**src/rtl/dda_pkg.sv**
```systemverilog
package dda_pkg;

  localparam int COORD_BITS = 6;
  localparam int FRAC_BITS  = 16;
  localparam int COLOR_BITS = 32;
  localparam int ACC_W      = COORD_BITS + FRAC_BITS;
  localparam int DIV_W      = ACC_W;
  localparam int CNT_W      = $clog2(DIV_W + 1);

  typedef struct packed {
    logic load;
    logic div_start;
    logic init_draw;
    logic emit;
  } dda_cmd_t;

  typedef struct packed {
    logic zero_len;
    logic div_done;
    logic last_step;
  } dda_stat_t;

endpackage

```
**src/rtl/dda_line_rasterizer.sv**
```systemverilog
// A request passes through setup and a bit-serial slope divider before the first pixel strobes.
// While a line draws, one pixel per cycle; a new line is accepted only once busy drops.
// A zero-length request emits nothing; busy is high only while it passes the setup state.
// The receiver cannot stall: each pixel is on the outputs for exactly one cycle.
// Reset (rst_n low, synchronous) returns to idle and drops any line in flight.
module dda_line_rasterizer (
  input  logic                               clk,
  input  logic                               rst_n,
  input  logic                               start,
  output logic                               busy,
  input  logic [dda_pkg::COORD_BITS-1:0]     in_start_x,
  input  logic [dda_pkg::COORD_BITS-1:0]     in_start_y,
  input  logic [dda_pkg::COORD_BITS-1:0]     in_end_x,
  input  logic [dda_pkg::COORD_BITS-1:0]     in_end_y,
  input  logic [dda_pkg::COLOR_BITS-1:0]     in_line_color,
  output logic                               out_valid,
  output logic [dda_pkg::COORD_BITS-1:0]     out_pixel_x,
  output logic [dda_pkg::COORD_BITS-1:0]     out_pixel_y,
  output logic [dda_pkg::COLOR_BITS-1:0]     out_pixel_color,
  output logic                               out_last_pixel
);
  import dda_pkg::*;

  dda_cmd_t  cmd;
  dda_stat_t stat;

  dda_ctrl u_ctrl (
    .clk   (clk),
    .rst_n (rst_n),
    .start (start),
    .busy  (busy),
    .stat  (stat),
    .cmd   (cmd)
  );

  dda_datapath u_dp (
    .clk             (clk),
    .rst_n           (rst_n),
    .cmd             (cmd),
    .stat            (stat),
    .in_start_x      (in_start_x),
    .in_start_y      (in_start_y),
    .in_end_x        (in_end_x),
    .in_end_y        (in_end_y),
    .in_line_color   (in_line_color),
    .out_valid       (out_valid),
    .out_pixel_x     (out_pixel_x),
    .out_pixel_y     (out_pixel_y),
    .out_pixel_color (out_pixel_color),
    .out_last_pixel  (out_last_pixel)
  );

endmodule

```
**src/rtl/dda_div.sv**
```systemverilog
module dda_div (
  input  logic                               clk,
  input  logic                               rst_n,
  input  logic                               start,
  input  logic [dda_pkg::DIV_W-1:0]          dividend,
  input  logic [dda_pkg::COORD_BITS-1:0]     divisor,
  output logic                               done,
  output logic [dda_pkg::DIV_W-1:0]          quotient
);
  import dda_pkg::*;

  logic                  active_r;
  logic                  done_r;
  logic [CNT_W-1:0]      cnt_r;
  logic [DIV_W-1:0]      dvd_r;
  logic [DIV_W-1:0]      q_r;
  logic [COORD_BITS-1:0] rem_r;
  logic [COORD_BITS:0]   trial;
  logic [COORD_BITS:0]   diff;
  logic                  ge;

  assign trial = {rem_r, dvd_r[DIV_W-1]};
  assign ge    = trial >= {1'b0, divisor};
  assign diff  = trial - {1'b0, divisor};

  always_ff @(posedge clk) begin
    if (!rst_n) begin
      active_r <= 1'b0;
      done_r   <= 1'b0;
      cnt_r    <= '0;
    end else begin
      done_r <= 1'b0;
      if (start) begin
        active_r <= 1'b1;
        cnt_r    <= CNT_W'(DIV_W);
      end else if (active_r) begin
        cnt_r <= cnt_r - CNT_W'(1);
        if (cnt_r == CNT_W'(1)) begin
          active_r <= 1'b0;
          done_r   <= 1'b1;
        end
      end
    end
  end

  always_ff @(posedge clk) begin
    if (start) begin
      dvd_r <= dividend;
      rem_r <= '0;
      q_r   <= '0;
    end else if (active_r) begin
      rem_r <= ge ? diff[COORD_BITS-1:0] : trial[COORD_BITS-1:0];
      q_r   <= {q_r[DIV_W-2:0], ge};
      dvd_r <= {dvd_r[DIV_W-2:0], 1'b0};
    end
  end

  assign done     = done_r;
  assign quotient = q_r;

endmodule

```
**src/rtl/dda_datapath.sv**
```systemverilog
module dda_datapath (
  input  logic                               clk,
  input  logic                               rst_n,
  input  dda_pkg::dda_cmd_t                  cmd,
  output dda_pkg::dda_stat_t                 stat,
  input  logic [dda_pkg::COORD_BITS-1:0]     in_start_x,
  input  logic [dda_pkg::COORD_BITS-1:0]     in_start_y,
  input  logic [dda_pkg::COORD_BITS-1:0]     in_end_x,
  input  logic [dda_pkg::COORD_BITS-1:0]     in_end_y,
  input  logic [dda_pkg::COLOR_BITS-1:0]     in_line_color,
  output logic                               out_valid,
  output logic [dda_pkg::COORD_BITS-1:0]     out_pixel_x,
  output logic [dda_pkg::COORD_BITS-1:0]     out_pixel_y,
  output logic [dda_pkg::COLOR_BITS-1:0]     out_pixel_color,
  output logic                               out_last_pixel
);
  import dda_pkg::*;

  logic                  dx_neg, dy_neg, xm;
  logic [COORD_BITS-1:0] ax, ay;

  logic                  x_major_r;
  logic                  major_neg_r;
  logic                  step_neg_r;
  logic [COORD_BITS-1:0] major_r;
  logic [COORD_BITS-1:0] minor_start_r;
  logic [COORD_BITS-1:0] count_r;
  logic [COORD_BITS-1:0] mnr_r;
  logic [COLOR_BITS-1:0] color_r;
  logic [ACC_W-1:0]      acc_r;
  logic [ACC_W-1:0]      step_r;

  logic                  out_valid_r;
  logic [COORD_BITS-1:0] px_r, py_r;
  logic [COLOR_BITS-1:0] pc_r;
  logic                  plast_r;

  logic                  div_done;
  logic [DIV_W-1:0]      quotient;
  logic [COORD_BITS-1:0] minor_now;

  assign dx_neg = in_end_x < in_start_x;
  assign dy_neg = in_end_y < in_start_y;
  assign ax     = dx_neg ? in_start_x - in_end_x : in_end_x - in_start_x;
  assign ay     = dy_neg ? in_start_y - in_end_y : in_end_y - in_start_y;
  assign xm     = ax > ay;

  dda_div u_div (
    .clk      (clk),
    .rst_n    (rst_n),
    .start    (cmd.div_start),
    .dividend ({mnr_r, {FRAC_BITS{1'b0}}}),
    .divisor  (count_r),
    .done     (div_done),
    .quotient (quotient)
  );

  assign minor_now = acc_r[ACC_W-1:FRAC_BITS];

  always_ff @(posedge clk) begin
    if (cmd.load) begin
      x_major_r     <= xm;
      major_r       <= xm ? in_start_x : in_start_y;
      minor_start_r <= xm ? in_start_y : in_start_x;
      count_r       <= xm ? ax : ay;
      mnr_r         <= xm ? ay : ax;
      major_neg_r   <= xm ? dx_neg : dy_neg;
      step_neg_r    <= (xm ? dy_neg : dx_neg) ^ (xm ? dx_neg : dy_neg);
      color_r       <= in_line_color;
    end else if (cmd.init_draw) begin
      acc_r  <= {minor_start_r, {FRAC_BITS{1'b0}}};
      step_r <= step_neg_r ? ACC_W'(0) - quotient : quotient;
    end else if (cmd.emit) begin
      major_r <= major_neg_r ? major_r - COORD_BITS'(1) : major_r + COORD_BITS'(1);
      acc_r   <= acc_r + step_r;
      count_r <= count_r - COORD_BITS'(1);
    end
  end

  always_ff @(posedge clk) begin
    if (cmd.emit) begin
      px_r    <= x_major_r ? major_r : minor_now;
      py_r    <= x_major_r ? minor_now : major_r;
      pc_r    <= color_r;
      plast_r <= count_r == COORD_BITS'(1);
    end
  end

  always_ff @(posedge clk) begin
    if (!rst_n) begin
      out_valid_r <= 1'b0;
    end else begin
      out_valid_r <= cmd.emit;
    end
  end

  assign stat.zero_len  = count_r == '0;
  assign stat.div_done  = div_done;
  assign stat.last_step = count_r == COORD_BITS'(1);

  assign out_valid       = out_valid_r;
  assign out_pixel_x     = px_r;
  assign out_pixel_y     = py_r;
  assign out_pixel_color = pc_r;
  assign out_last_pixel  = plast_r;

endmodule

```
**src/rtl/dda_ctrl.sv**
```systemverilog
module dda_ctrl (
  input  logic               clk,
  input  logic               rst_n,
  input  logic               start,
  output logic               busy,
  input  dda_pkg::dda_stat_t stat,
  output dda_pkg::dda_cmd_t  cmd
);
  import dda_pkg::*;

  typedef enum logic [1:0] {
    S_IDLE,
    S_SETUP,
    S_DIVIDE,
    S_DRAW
  } state_t;

  state_t state_r, state_nxt;

  always_comb begin
    state_nxt     = state_r;
    cmd           = '0;
    case (state_r)
      S_IDLE: begin
        if (start) begin
          cmd.load  = 1'b1;
          state_nxt = S_SETUP;
        end
      end
      S_SETUP: begin
        if (stat.zero_len) begin
          state_nxt = S_IDLE;
        end else begin
          cmd.div_start = 1'b1;
          state_nxt     = S_DIVIDE;
        end
      end
      S_DIVIDE: begin
        if (stat.div_done) begin
          cmd.init_draw = 1'b1;
          state_nxt     = S_DRAW;
        end
      end
      S_DRAW: begin
        cmd.emit = 1'b1;
        if (stat.last_step) begin
          state_nxt = S_IDLE;
        end
      end
      default: begin
        state_nxt = S_IDLE;
      end
    endcase
  end

  always_ff @(posedge clk) begin
    if (!rst_n) begin
      state_r <= S_IDLE;
    end else begin
      state_r <= state_nxt;
    end
  end

  assign busy = state_r != S_IDLE;

endmodule

```
**config.mk**
```make
export PLATFORM = sky130hd
export DESIGN_NAME = dda_line_rasterizer
export DESIGN_NICKNAME = d
export VERILOG_FILES = /design/src/rtl/dda_pkg.sv /design/src/rtl/dda_line_rasterizer.sv /design/src/rtl/dda_div.sv /design/src/rtl/dda_datapath.sv /design/src/rtl/dda_ctrl.sv
export SDC_FILE = /design/constraint.sdc
export NUM_CORES = 1
export LEC_CHECK = 0
export ABC_AREA = 1
export BUFFER_PORTS_ARGS = -buffer_cell sky130_fd_sc_hd__buf_2
export CAP_MARGIN = 20
export CORE_MARGIN = 2
export CORE_UTILIZATION = 55
export CTS_CLUSTER_DIAMETER = 60
export DETAILED_ROUTE_END_ITERATION = 6
export GPL_TIMING_DRIVEN = 0
export PLACE_DENSITY = 0.76
export SLEW_MARGIN = 20
export SYNTH_ARGS = -nofsm -noshare
export SYNTH_HDL_FRONTEND = slang
export SYNTH_SLANG_ARGS = --single-unit
export TNS_END_PERCENT = 1
```
**constraint.sdc**
```tcl
create_clock -name clk -period 3.2 [get_ports clk]
set_input_delay 0.48 -clock clk [delete_from_list [all_inputs] [get_ports clk]]
set_output_delay 0.48 -clock clk [all_outputs]
set_load 0.02 [all_outputs]
```
# After elaboration in Yosys (flattened, before gate mapping)
# Cells that the tools add are included.
[word_totals]
ff_bits = 192
inputBits = 59
out_inout_bits = 47
wordCells = 105
[classes]
n_addsub = 11
magnitude_cmp = 4
eq_ne = 9
n_mux = 41
n_bitwise = 4
n_reduce_logical = 12
[ops]
columns = ["op", "count"]
rows = [
  ["$mux 22", 5],
  ["$mux 6", 16],
  ["$sub 6x6->6", 5],
  ["$add 22x22->22", 1],
  ["$sub 1x22->22 const A", 1],
  ["$mux 1", 13],
  ["$lt 6x6->1", 2],
  ["$sub 6x1->6 const B", 2],
  ["$mux 5", 2],
  ["$mux 2", 4],
  ["$pmux 2 s4", 1],
  ["$reduce_bool 2->1", 4],
  ["$ge 7x6->1", 1],
  ["$add 6x1->6 const B", 1],
  ["$eq 6x1->1 const B", 1],
  ["$gt 6x6->1", 1],
  ["$logic_not 6->1", 1],
  ["$reduce_and 2->1", 3],
  ["$eq 5x1->1 const B", 1],
  ["$sub 5x1->5 const B", 1],
  ["$eq 2x2->1 const B", 2],
  ["$ne 2x1->1 const B", 2],
  ["$ne 2x2->1 const B", 2],
  ["$not 1->1", 3],
  ["other kinds (6)", 6],
]

# Logic depth before layout (Yosys ltp)
# Gate-level depths: netlist (run 1).
[logic_depth]
depth_word = 5
ltp_mapped = 23
ltp_nobuf = 22

# Cells and area by module
# From an unflattened synthesis (run 1), not the netlist that was laid out.
[hier_totals]
cells_unflattened = 1267
area_unflattened_um2 = 11360.9
[modules_own_cells]
columns = ["mod", "instances", "cells_each", "area_each_um2", "seq_area_each_um2"]
rows = [
  ["dda_datapath", 1, 936, 8639.5, 4464.3],
  ["dda_div", 1, 307, 2582.5, 1361.3],
  ["dda_ctrl", 1, 24, 138.9, 40.0],
]

# Least setup slack after synthesis (run 1)
# Ideal clock, no wire load.
[synth_path]
kind = "input-to-reg"
start = "input port in_end_y[0] in the netlist's numbering"
end = "register u_dp.major_r[1] (data pin)"
setup_ns = 0.291
arrival_ns = 2.718
t_required_ns = 2.909
path_slack_ns = 0.191
path_stages = 18
path_buffers = 1
cell_sequence = "inv_1 -> ha_1 -> inv_1 -> fa_1 -> nand2_2 -> nand3_4 -> nand2_1 -> nand3_1 -> and2_4 -> ha_1 -> nand2_1 -> o21bai_1 -> nand2_1 -> o21ai_2 -> buf_4 -> nand2_1 -> o211ai_1 -> o21ai_0"
[synth_between]
elab_chain_len = 5
word_cells_on_any_way = 7
cone_classes = "add/sub (2); order compare (2); mux (3)"
[synth_rtl]
columns = ["item", "line", "rtl"]
rows = [
  ["start, declared", "dda_line_rasterizer.sv:14", "input logic [dda_pkg::COORD_BITS-1:0] in_end_y,"],
  ["$sub 6x6->6 / $lt 6x6->1 (equally long branches)", "dda_datapath.sv:45, dda_datapath.sv:43", ""],
  ["$mux 6 (*)", "dda_datapath.sv:45", "assign ay = dy_neg ? in_start_y - in_end_y : in_end_y - in_start_y;"],
  ["$gt 6x6->1 (*)", "dda_datapath.sv:46", "assign xm = ax > ay;"],
  ["$mux 6 (*)", "dda_datapath.sv:63", "major_r <= xm ? in_start_x : in_start_y;"],
  ["$mux 6 (*)", "dda_datapath.sv:61", "if (cmd.load) begin"],
  ["end signal, assigned", "dda_datapath.sv:63", ""],
  ["end signal, assigned", "dda_datapath.sv:74", "major_r <= major_neg_r ? major_r - COORD_BITS'(1) : major_r + COORD_BITS'(1);"],
  ["end, declared", "dda_datapath.sv:25", "logic [COORD_BITS-1:0] major_r;"],
]
# Every way passes the cells marked *; elsewhere a longest branch is shown, timed or not.
# A chain may end at the register's enable or synchronous reset.

# Final worst setup path (run 1)
[layout_path]
start = "input port in_end_y[0] in the netlist's numbering"
end = "register u_dp.minor_start_r[3] (data pin)"
[layout_between]
elab_chain_len = 4
word_cells_on_any_way = 6
cone_classes = "add/sub (2); order compare (2); mux (2)"
[layout_rtl]
columns = ["item", "line", "rtl"]
rows = [
  ["$sub 6x6->6 / $lt 6x6->1 (equally long branches)", "dda_datapath.sv:45, dda_datapath.sv:43", ""],
  ["$mux 6 (*)", "dda_datapath.sv:45", ""],
  ["$gt 6x6->1 (*)", "dda_datapath.sv:46", ""],
  ["$mux 6 (*)", "dda_datapath.sv:64", "minor_start_r <= xm ? in_start_y : in_start_x;"],
  ["end signal, assigned", "dda_datapath.sv:64", ""],
  ["end, declared", "dda_datapath.sv:26", "logic [COORD_BITS-1:0] minor_start_r;"],
]
# Marks and branches as above.

==> results of run 1 <==
==> kinds of logic after synthesis <==
logic type	after synthesis	share of synthesized area
compound gates	163	0.0879
xor+xnor	34	0.0282
fa+ha+maj	72	0.0904
buf+inv	202	0.0793
flops	192	0.511
simple gates	500	0.203
==> layout by cell type, fill, tap and decap left out, types with 4 or more instances in the layout <==
master / Yosys / layout
nand2_1: 294 / 294
inv_1: 162 / 160
edfxtp_1: 154 / 154
buf_2: 6 / 108
nor2_1: 87 / 86
ha_1: 65 / 65
nand3_1: 64 / 63
a21oi_1: 58 / 58
o21ai_0: 44 / 42
dfxtp_1: 38 / 38
xor2_1: 27 / 27
o22ai_1: 22 / 22
clkbuf_16: 0 / 17
inv_2: 14 / 15
o21ai_1: 14 / 15
nand4_1: 12 / 12
nor3_1: 11 / 11
nand2_2: 10 / 9
buf_6: 7 / 9
xnor2_1: 7 / 7
buf_4: 4 / 5
o21ai_2: 5 / 5
o211ai_1: 5 / 5
clkbuf_1: 7 / 5
fa_1: 7 / 5
inv_8: 0 / 5
nor2_2: 3 / 4
o21a_1: 4 / 4
==> path summary, 6_finish.rpt <==
check                                                         end                      start  cells after the start  slack (ps)
worst min-delay path                   u_dp.color_r[24]$_DFFE_PP_          in_line_color[24]                      1         210
worst max-delay path              u_dp.minor_start_r[3]$_DFFE_PP_                in_end_y[0]                     21         180
worst max register to register       u_dp.acc_r[13]$_SDFFCE_PP0P_                  flip-flop                      5         810
worst min register to register  u_dp.out_pixel_color[4]$_DFFE_PP_  u_dp.color_r[4]$_DFFE_PP_                      0         420
==> cell type report <==
cell class              instances  area, µm²
plain buffers                  25        186
inverters                     177        669
well taps                     234        293
multi-input cells             769       4350
fillers                      1509       6750
clock buffers                  17        425
repair buffers                106        546
flip-flops and latches        192       5390
clock inverters                15        160
==> flip-flops by register name, summed over array words and instances, names as in the netlist, 5 cells and up, named ones only <==
signal	count
u_dp.acc_r	22
u_dp.color_r	32
u_dp.count_r	6
u_dp.major_r	6
u_dp.minor_start_r	6
u_dp.mnr_r	6
u_dp.out_pixel_color	32
u_dp.out_pixel_x	6
u_dp.out_pixel_y	6
u_dp.step_r	22
u_dp.u_div.cnt_r	5
u_dp.u_div.dvd_r	6
u_dp.u_div.quotient	22
u_dp.u_div.rem_r	6
==> through the flow <==
stage                     utilization  hold slack (ps)
final                           0.640              208
after global routing            0.640              198
after CTS                       0.638              199
after detailed placement        0.607              405
after global placement          0.605              400
after floorplan                     -              400
==> critical path, cell delays in order <==
cell	delay, ps
buf_2	120
inv_1	50
ha_1	150
inv_1	80
fa_2	390
nand2_2	130
inv_2	50
nor2_4	110
nand2_1	80
nand2_1	60
nand2_1	70
and2_4	150
ha_1	280
nand2_1	110
o21bai_1	120
nand2_1	100
o21ai_4	210
buf_6	160
buf_4	180
nand2_1	60
o21ai_1	140
==> repair_timing <==
| action | CTS | global route |
|---|---|---|
| resized for setup | 0 | 19 |
| setup endpoints to repair | 0 | 23 |
| setup buffers | 0 | 0 |
==> per-layer routing <==
metal,vias to the layer above,GRT usage,routed length [µm]
li1,4108,-,-
met1,3727,0.275,9330
met2,176,0.387,11200
met3,22,0.0350,944
met4,0,0.0657,325
met5,-,0,0
==> power by group <==
| group | total, mW | switching [mW] | internal (mW) |
|---|---|---|---|
| Sequential | 3.67 | 0.233 | 3.43 |
| Combinational | 3.28 | 2.15 | 1.13 |
| Clock | 2.08 | 1.03 | 1.05 |
| Total | 9.02 | 3.42 | 5.61 |
==> flow_summary.ini, run 1 <==
[timing]
layout_setup_ws_ps = 177
post-route-min-period_ps = 3020
setup_viol = 0
fin_worst_skew_ps = 8.96
tightest_slew_ps = 1010
maxSlewHeadroom = 0.326
fin_crit_sh = 0.945
hold_violations = 0
max_freq_mhz = 331
rsz0062_at_grt = false
tns_ps = 0
drv_slew = 0

[floorplanning]
initial_core_util = 0.562
die_y_um = 142
die_area_mm2 = 0.0203
rows = 50
io_pins = 106
die_w_um = 142
core_area_mm2 = 0.0188

[layout]
drive_gt1_frac = 0.164
stdcell_area_mm2 = 0.0120
instances_no_fill = 1535
area_growth_pct = 14.0
fin_nets = 1419
diodes = 0

[route]
wire_per_inst_um = 14.2
first_iter_violations = 619
routed_via_density = 5.23
dr.pass1.iters = 5
drcViolationCount = 0
postRouteWirelength_um = 21800
drtAntennaViolNets = 0
vias = 8033

[placed_design]
io_buffers = 105
gp_congestion = 0.901
place.detailed.hpwl_um = 16600
dp_cells = 1503
pre_cts_ws_ps = -399
place_area_mm2 = 0.0114

[clock_network]
root_buffer = clkbuf_16
holdBufCountCts = 0
path_clk_slew_ps = 80
cts_buffers = 17
clk_latency_ps = 440
tritoncts = built
clock_sinks = 192
h-tree-depth = 4
cts_buffer_depth = 2

[yosys]
synthesis.nets = 1294
syn_area_mm2 = 0.0105
synth_ff_type = edfxtp_1
synth_edf_count = 154
synth_top_area_frac = 0.439
synthTopCellsByArea = edfxtp_1 (44%), nand2_1 (10%), ha_1 (7.7%)
synthArstFlopShare = 0
yosysWarnings = 0
yosys.cell_count.top_type = nand2_1
ys_seq_elements = 192
synth-seq-area-share = 0.511
yosys-top-cells-count = nand2_1 (294), inv_1 (162), edfxtp_1 (154)
synth_area_leader_cell = edfxtp_1
ys_types = 48
syn_area_per_cell_um2 = 9.07
netlist_instances = 1163

[grt]
grt_pass1_wl_um = 34900
antenna_found_initial = 0
grt_pass1_vias = 7571
grt.total_usage = 0.218
globalRouteOverflowTotal = 0
grt_max_degree = 57

[power]
power_mw = 9.02
p_per_area_mw_per_mm2 = 751
p_leak_nw = 5.56
ir_drop_v = 0.000376

[worst_setup_path]
end_kind = flip-flop
crit_type = primary input to flip-flop
startpoint_type = primary input
cp_max_fo = 10
arrival_ps = 3280
required_ps = 3450

[hold_path]
min_path_type = primary input to flip-flop

[status]
outcome = complete, no violations

[job]
drv_cap = 0
No activity file was read; power rests on OpenSTA's default activity.
==> run 2: changes to the inputs <==
--- a/config.mk
+++ b/config.mk
@@ -9,13 +9,12 @@
 export BUFFER_PORTS_ARGS = -buffer_cell sky130_fd_sc_hd__buf_2
 export CAP_MARGIN = 20
 export CORE_MARGIN = 2
-export CORE_UTILIZATION = 55
+export CORE_UTILIZATION = 31
 export CTS_CLUSTER_DIAMETER = 60
 export DETAILED_ROUTE_END_ITERATION = 6
 export GPL_TIMING_DRIVEN = 0
-export PLACE_DENSITY = 0.76
+export PLACE_DENSITY = 0.48
 export SLEW_MARGIN = 20
 export SYNTH_ARGS = -nofsm -noshare
 export SYNTH_HDL_FRONTEND = slang
 export SYNTH_SLANG_ARGS = --single-unit
-export TNS_END_PERCENT = 1
==> run 2 against run 1 <==
Sequential power hardly changed. Via count decreased by 3.6%. Routed wire length is 9.3% higher. Clock power barely moved. Clock-buffer cell count rose by 3. Maximum frequency up 1.1%. Register-to-register slack gained 210 ps. Cell count grew 14%. Core utilization shrank 27 points. Critical endpoint is now u_dp.minor_start_r[4]$_DFFE_PP_. Final area up 2.4%. Critical path type unchanged. Flip-flop and latch count is the same. Largest cell class unchanged.
==> flow_summary.ini, run 2 (synthesis results as in run 1) <==
[layout]
drive_gt1_frac = 0.161
post-route-util = 0.367
instances_no_fill = 1750
multiInputGateArea_mm2 = 0.00436
stdcell_area_mm2 = 0.0123
fillers = 3457
diodes = 0
fin_nets = 1420
area_growth_pct = 16.7
seqCellArea_mm2 = 0.00539
final_common_cell = nand2_1
most-common-layout-cells = nand2_1 (294), inv_1 (161), edfxtp_1 (154), buf_2 (109), nor2_1 (87)

[clock_network]
cts_buffer_depth = 2
cts_buffers = 17
root_buffer = clkbuf_16
clk_latency_ps = 430
h-tree-depth = 4
path_clk_slew_ps = 70
postCtsSetupRepairBufs = 0
tritoncts = built
clock_sinks = 192

[route]
routed_via_density = 4.42
first_iter_violations = 453
drtAntennaViolNets = 0
vias = 7742
dr.pass1.iters = 4
postRouteWirelength_um = 23800
wire_per_inst_um = 13.6
drcViolationCount = 0

[floorplanning]
die_w_um = 188
io_pins = 106
core_area_mm2 = 0.0335
rows = 67
die_area_mm2 = 0.0355
die_y_um = 188
initial_core_util = 0.314

[grt]
grt.total_usage = 0.137
grt_pass1_wl_um = 38500
globalRouteOverflowTotal = 0
grt_pass1_vias = 7581
antenna_found_initial = 0
grt_max_degree = 57

[worst_setup_path]
startpoint_type = primary input
rr_worst_depth = 11
end_kind = flip-flop
cp_max_fo = 10
crit_type = primary input to flip-flop
required_ps = 3350
rrSetupSlack_ps = 1020
arrival_ps = 3140
timing.rr.end = u_dp.acc_r[12]$_SDFFCE_PP0P_
r2r_start = u_dp.step_r[0]$_DFFE_PP_

[timing]
fin_crit_sh = 0.934
tightest_slew_ps = 741
rsz0062_at_grt = false
hold_ws_ps = 222
max_freq_mhz = 335
hold_violations = 0
maxSlewHeadroom = 0.506
post-route-min-period_ps = 2990
fin_worst_skew_ps = 8.94
setup_viol = 0
drv_slew = 0

[placed_design]
gp_congestion = 0.828
place.detailed.hpwl_um = 18500
dp_cells = 1717
place_area_mm2 = 0.0117
io_buffers = 105

[status]
outcome = complete, no violations

[power]
ir_drop_v = 0.000293
p_leak_nw = 5.56
p_per_area_mw_per_mm2 = 735

[hold_path]
min_path_type = primary input to flip-flop
min_to = u_dp.color_r[20]$_DFFE_PP_
min_path_cells = 1
hp-start = in_line_color[20]

[job]
drv_cap = 0
## run 2: repair_timing
| item | 4_1_cts | 5_1_grt |
|---|---|---|
| gates resized for setup | 0 | 24 |
| hold buffers | 0 | 0 |
| endpoints found under the hold margin | 0 | 0 |
| setup endpoints to repair | 0 | 22 |
## run 2: power breakdown
part	internal (mW)	leakage, nW	switching (mW)	total (mW)
clock	1.16	0.273	0.930	2.09
sequential	3.43	1.74	0.226	3.66
combinational	1.14	3.55	2.16	3.30
## run 2: cell type report
cell class,count,area share
clock inverter,12,0.0111
sequential,192,0.438
tap,448,0.0456
multi-input combinational,769,0.354
buffer,25,0.0152
clock buffer,20,0.0355
inverter,177,0.0544
timing repair buffer,107,0.0466
## run 2: metal layers
metal,track usage,up-vias,share of wire
met2,0.238,80,0.49
met1,0.180,3544,0.48
met3,0.0184,12,0.025
li1,-,4106,-
met4,0.0358,0,0.011
met5,0,-,0
## run 2: metrics by stage
stage	setup TNS (ps)	total power, mW	setup slack (ps)
after floorplan	0	6.06	191
after global placement	-8100	6.93	-442
after detailed placement	-8130	6.97	-442
after CTS	0	9.08	11.8
after global routing	0	9.71	23.8
final	0	9.05	212
## run 2: how the worst max path moves through the flow
stage	slack (ps)	depth (start not counted)	endpoint	startpoint
floorplan	190	18	u_dp.major_r[1]$_DFFE_PP_	in_end_y[0]
global placement	-440	19	u_dp.minor_start_r[2]$_DFFE_PP_	in_start_x[0]
detailed placement	-440	19	u_dp.minor_start_r[1]$_DFFE_PP_	in_start_x[0]
CTS	10	19	u_dp.minor_start_r[1]$_DFFE_PP_	in_start_x[0]
global route	20	19	u_dp.minor_start_r[5]$_DFFE_PP_	in_start_y[0]
finish	210	20	u_dp.minor_start_r[4]$_DFFE_PP_	in_end_y[0]
## run 2: critical path: stages
cell and delay, ps:
buf_2 110, inv_1 50, ha_1 140, inv_1 80
fa_2 390, nand2_2 120, nand3_4 130, nand2_1 110
nand3_1 100, and2_4 180, ha_1 280, nand2_1 70
nor2_1 150, nand2_1 70, inv_1 90, o21ai_4 80
buf_6 140, buf_4 170, nand2_1 60, o21ai_0 130
==> run 3: changes to the inputs <==
--- a/config.mk
+++ b/config.mk
@@ -9,11 +9,11 @@
 export BUFFER_PORTS_ARGS = -buffer_cell sky130_fd_sc_hd__buf_2
 export CAP_MARGIN = 20
 export CORE_MARGIN = 2
-export CORE_UTILIZATION = 31
+export CORE_UTILIZATION = 60
 export CTS_CLUSTER_DIAMETER = 60
 export DETAILED_ROUTE_END_ITERATION = 6
 export GPL_TIMING_DRIVEN = 0
-export PLACE_DENSITY = 0.48
+export PLACE_DENSITY = 0.82
 export SLEW_MARGIN = 20
 export SYNTH_ARGS = -nofsm -noshare
 export SYNTH_HDL_FRONTEND = slang
==> run 3 against run 2 <==
Clock-buffer cell count fell by 3. Via count is 6.2% higher. Non-clock buffer count is 1 lower. Core utilization up 33 points. Clock skew shrank 0.91 ps. Register-to-register slack lost 250 ps. Maximum frequency down 0.52%. First-iteration DRC count is 38% higher. Worst setup slack worse by 16 ps. Cell count fell by 13%. Largest cell class unchanged.
==> flow_summary.ini, run 3 (synthesis results as in run 1) <==
[floorplanning]
die_y_um = 137
core_area_mm2 = 0.0172
initial_core_util = 0.612
die_w_um = 137
die_area_mm2 = 0.0187
rows = 48
io_pins = 106

[layout]
fillers = 1255
post-route-util = 0.696
final_common_cell = nand2_1
area_growth_pct = 13.8
drive_gt1_frac = 0.161
seqCellArea_mm2 = 0.00539
diodes = 0
multiInputGateArea_mm2 = 0.00434
most-common-layout-cells = nand2_1 (294), inv_1 (161), edfxtp_1 (154), buf_2 (108), nor2_1 (86)
fin_nets = 1419
instances_no_fill = 1526

[grt]
grt_pass1_wl_um = 36800
grt_max_degree = 57
globalRouteOverflowTotal = 0
grt_pass1_vias = 7913
grt.total_usage = 0.254
antenna_found_initial = 0

[timing]
fin_worst_skew_ps = 8.03
drv_slew = 0
setup_viol = 0
hold_ws_ps = 204
maxSlewHeadroom = 0.334
fin_crit_sh = 0.939
layout_setup_ws_ps = 196
tns_ps = 0
tightest_slew_ps = 997
hold_violations = 0
post-route-min-period_ps = 3000
max_freq_mhz = 333
rsz0062_at_grt = false

[worst_setup_path]
cp_slowest_stage_delay_ps = 310
cp_num_buf_inv = 5
crit_path_frequent_cell = nand2_1
startpoint_type = primary input
crit_family = simple AND/OR/NAND/NOR gates
crit_type = primary input to flip-flop
required_ps = 3410
end_kind = flip-flop
cp_max_fo = 10
cpMaxStageDelayCell = ha_1
arrival_ps = 3220
path_cells = buf_2, inv_1, ha_1, buf_6, nand2_2, nand2_2, nand2_4, nand2_2, nor2_4, nand2_1, nand2_1, nand2_1, and2_4, ha_1, nand2_1, o21bai_1, nand2_1, o21ai_4, buf_6, buf_4, nand2_1, o21ai_0

[clock_network]
clk_latency_ps = 440
cts_buffers = 17
clock_sinks = 192
path_clk_slew_ps = 80
h-tree-depth = 4
tritoncts = built
cts_buffer_depth = 2
root_buffer = clkbuf_16

[route]
drcViolationCount = 0
drtAntennaViolNets = 0
first_iter_violations = 626
vias = 8219
postRouteWirelength_um = 23100
dr.pass1.iters = 5
wire_per_inst_um = 15.1
routed_via_density = 5.39

[placed_design]
io_buffers = 105
gp_congestion = 0.896
pre_cts_ws_ps = -321
dp_cells = 1494
place.detailed.hpwl_um = 17100

[status]
outcome = complete, no violations

[power]
p_leak_nw = 5.57
ir_drop_v = 0.000416
p_per_area_mw_per_mm2 = 756

[job]
drv_cap = 0

[hold_path]
min_path_type = primary input to flip-flop
run 3: cell count changes in the layout (fill, tap and decap cells not counted), sizes merged:
| cell | previous run | this run |
|---|---|---|
| inv | 180 | 186 |
| buf | 126 | 123 |
| clkinvlp | 2 | 0 |
| clkinv | 5 | 6 |
| clkbuf | 26 | 25 |
| bufinv | 2 | 0 |
run 3: repair_timing:
action                                  in CTS  in global routing
gates resized for setup                      0                 12
endpoints found under the setup margin       0                 21
setup buffers                                0                  0
hold buffers                                 0                  0
run 3: worst paths after layout:
path | startpoint | to | slack [ps] | cells after the start
max | in_start_y[3] | u_dp.minor_start_r[2]$_DFFE_PP_ | 200 | 22
min | in_line_color[0] | u_dp.color_r[0]$_DFFE_PP_ | 200 | 1
max reg2reg | flip-flop | u_dp.acc_r[18]$_DFFE_PP_ | 770 | 5
min reg2reg | u_dp.color_r[28]$_DFFE_PP_ | u_dp.out_pixel_color[28]$_DFFE_PP_ | 420 | 0
run 3: per-stage QoR:
step                      total power [mW]  area [µm²]
after detailed placement              6.91       11400
after CTS                             9.03       12000
final                                 9.07       12000
after global placement                6.74       11400
after global routing                  9.62       12000
after floorplan                       6.06       10500
run 3: final cells by class:
cell class	count	share of cell area
flip-flops and latches	192	0.449
multi-input cells	769	0.362
inverters	177	0.0556
repair buffers	106	0.0455
clock buffers	17	0.0355
well taps	225	0.0235
plain buffers	25	0.0152
clock inverters	15	0.0137
run 3: layer usage:
metal | vias to the layer above | part of all wire | global-route usage
li1 | 4107 | - | -
met1 | 3746 | 0.40 | 0.305
met2 | 305 | 0.51 | 0.439
met3 | 61 | 0.066 | 0.0596
met4 | 0 | 0.029 | 0.106
met5 | - | 0 | 0
run 3: power by group:
group	switching [mW]	internal, mW	total [mW]	leakage, nW
clock	1.04	1.05	2.09	0.294
combinational	2.18	1.12	3.30	3.53
sequential	0.247	3.43	3.68	1.74
total	3.47	5.60	9.07	5.57
run 3: worst register-to-register path, cell delays in order, from the launching register on:
cell and delay, ps:
dfxtp_1 400, inv_2 60, nor3_1 360, inv_1 120
clkbuf_1 290, nand2_1 820
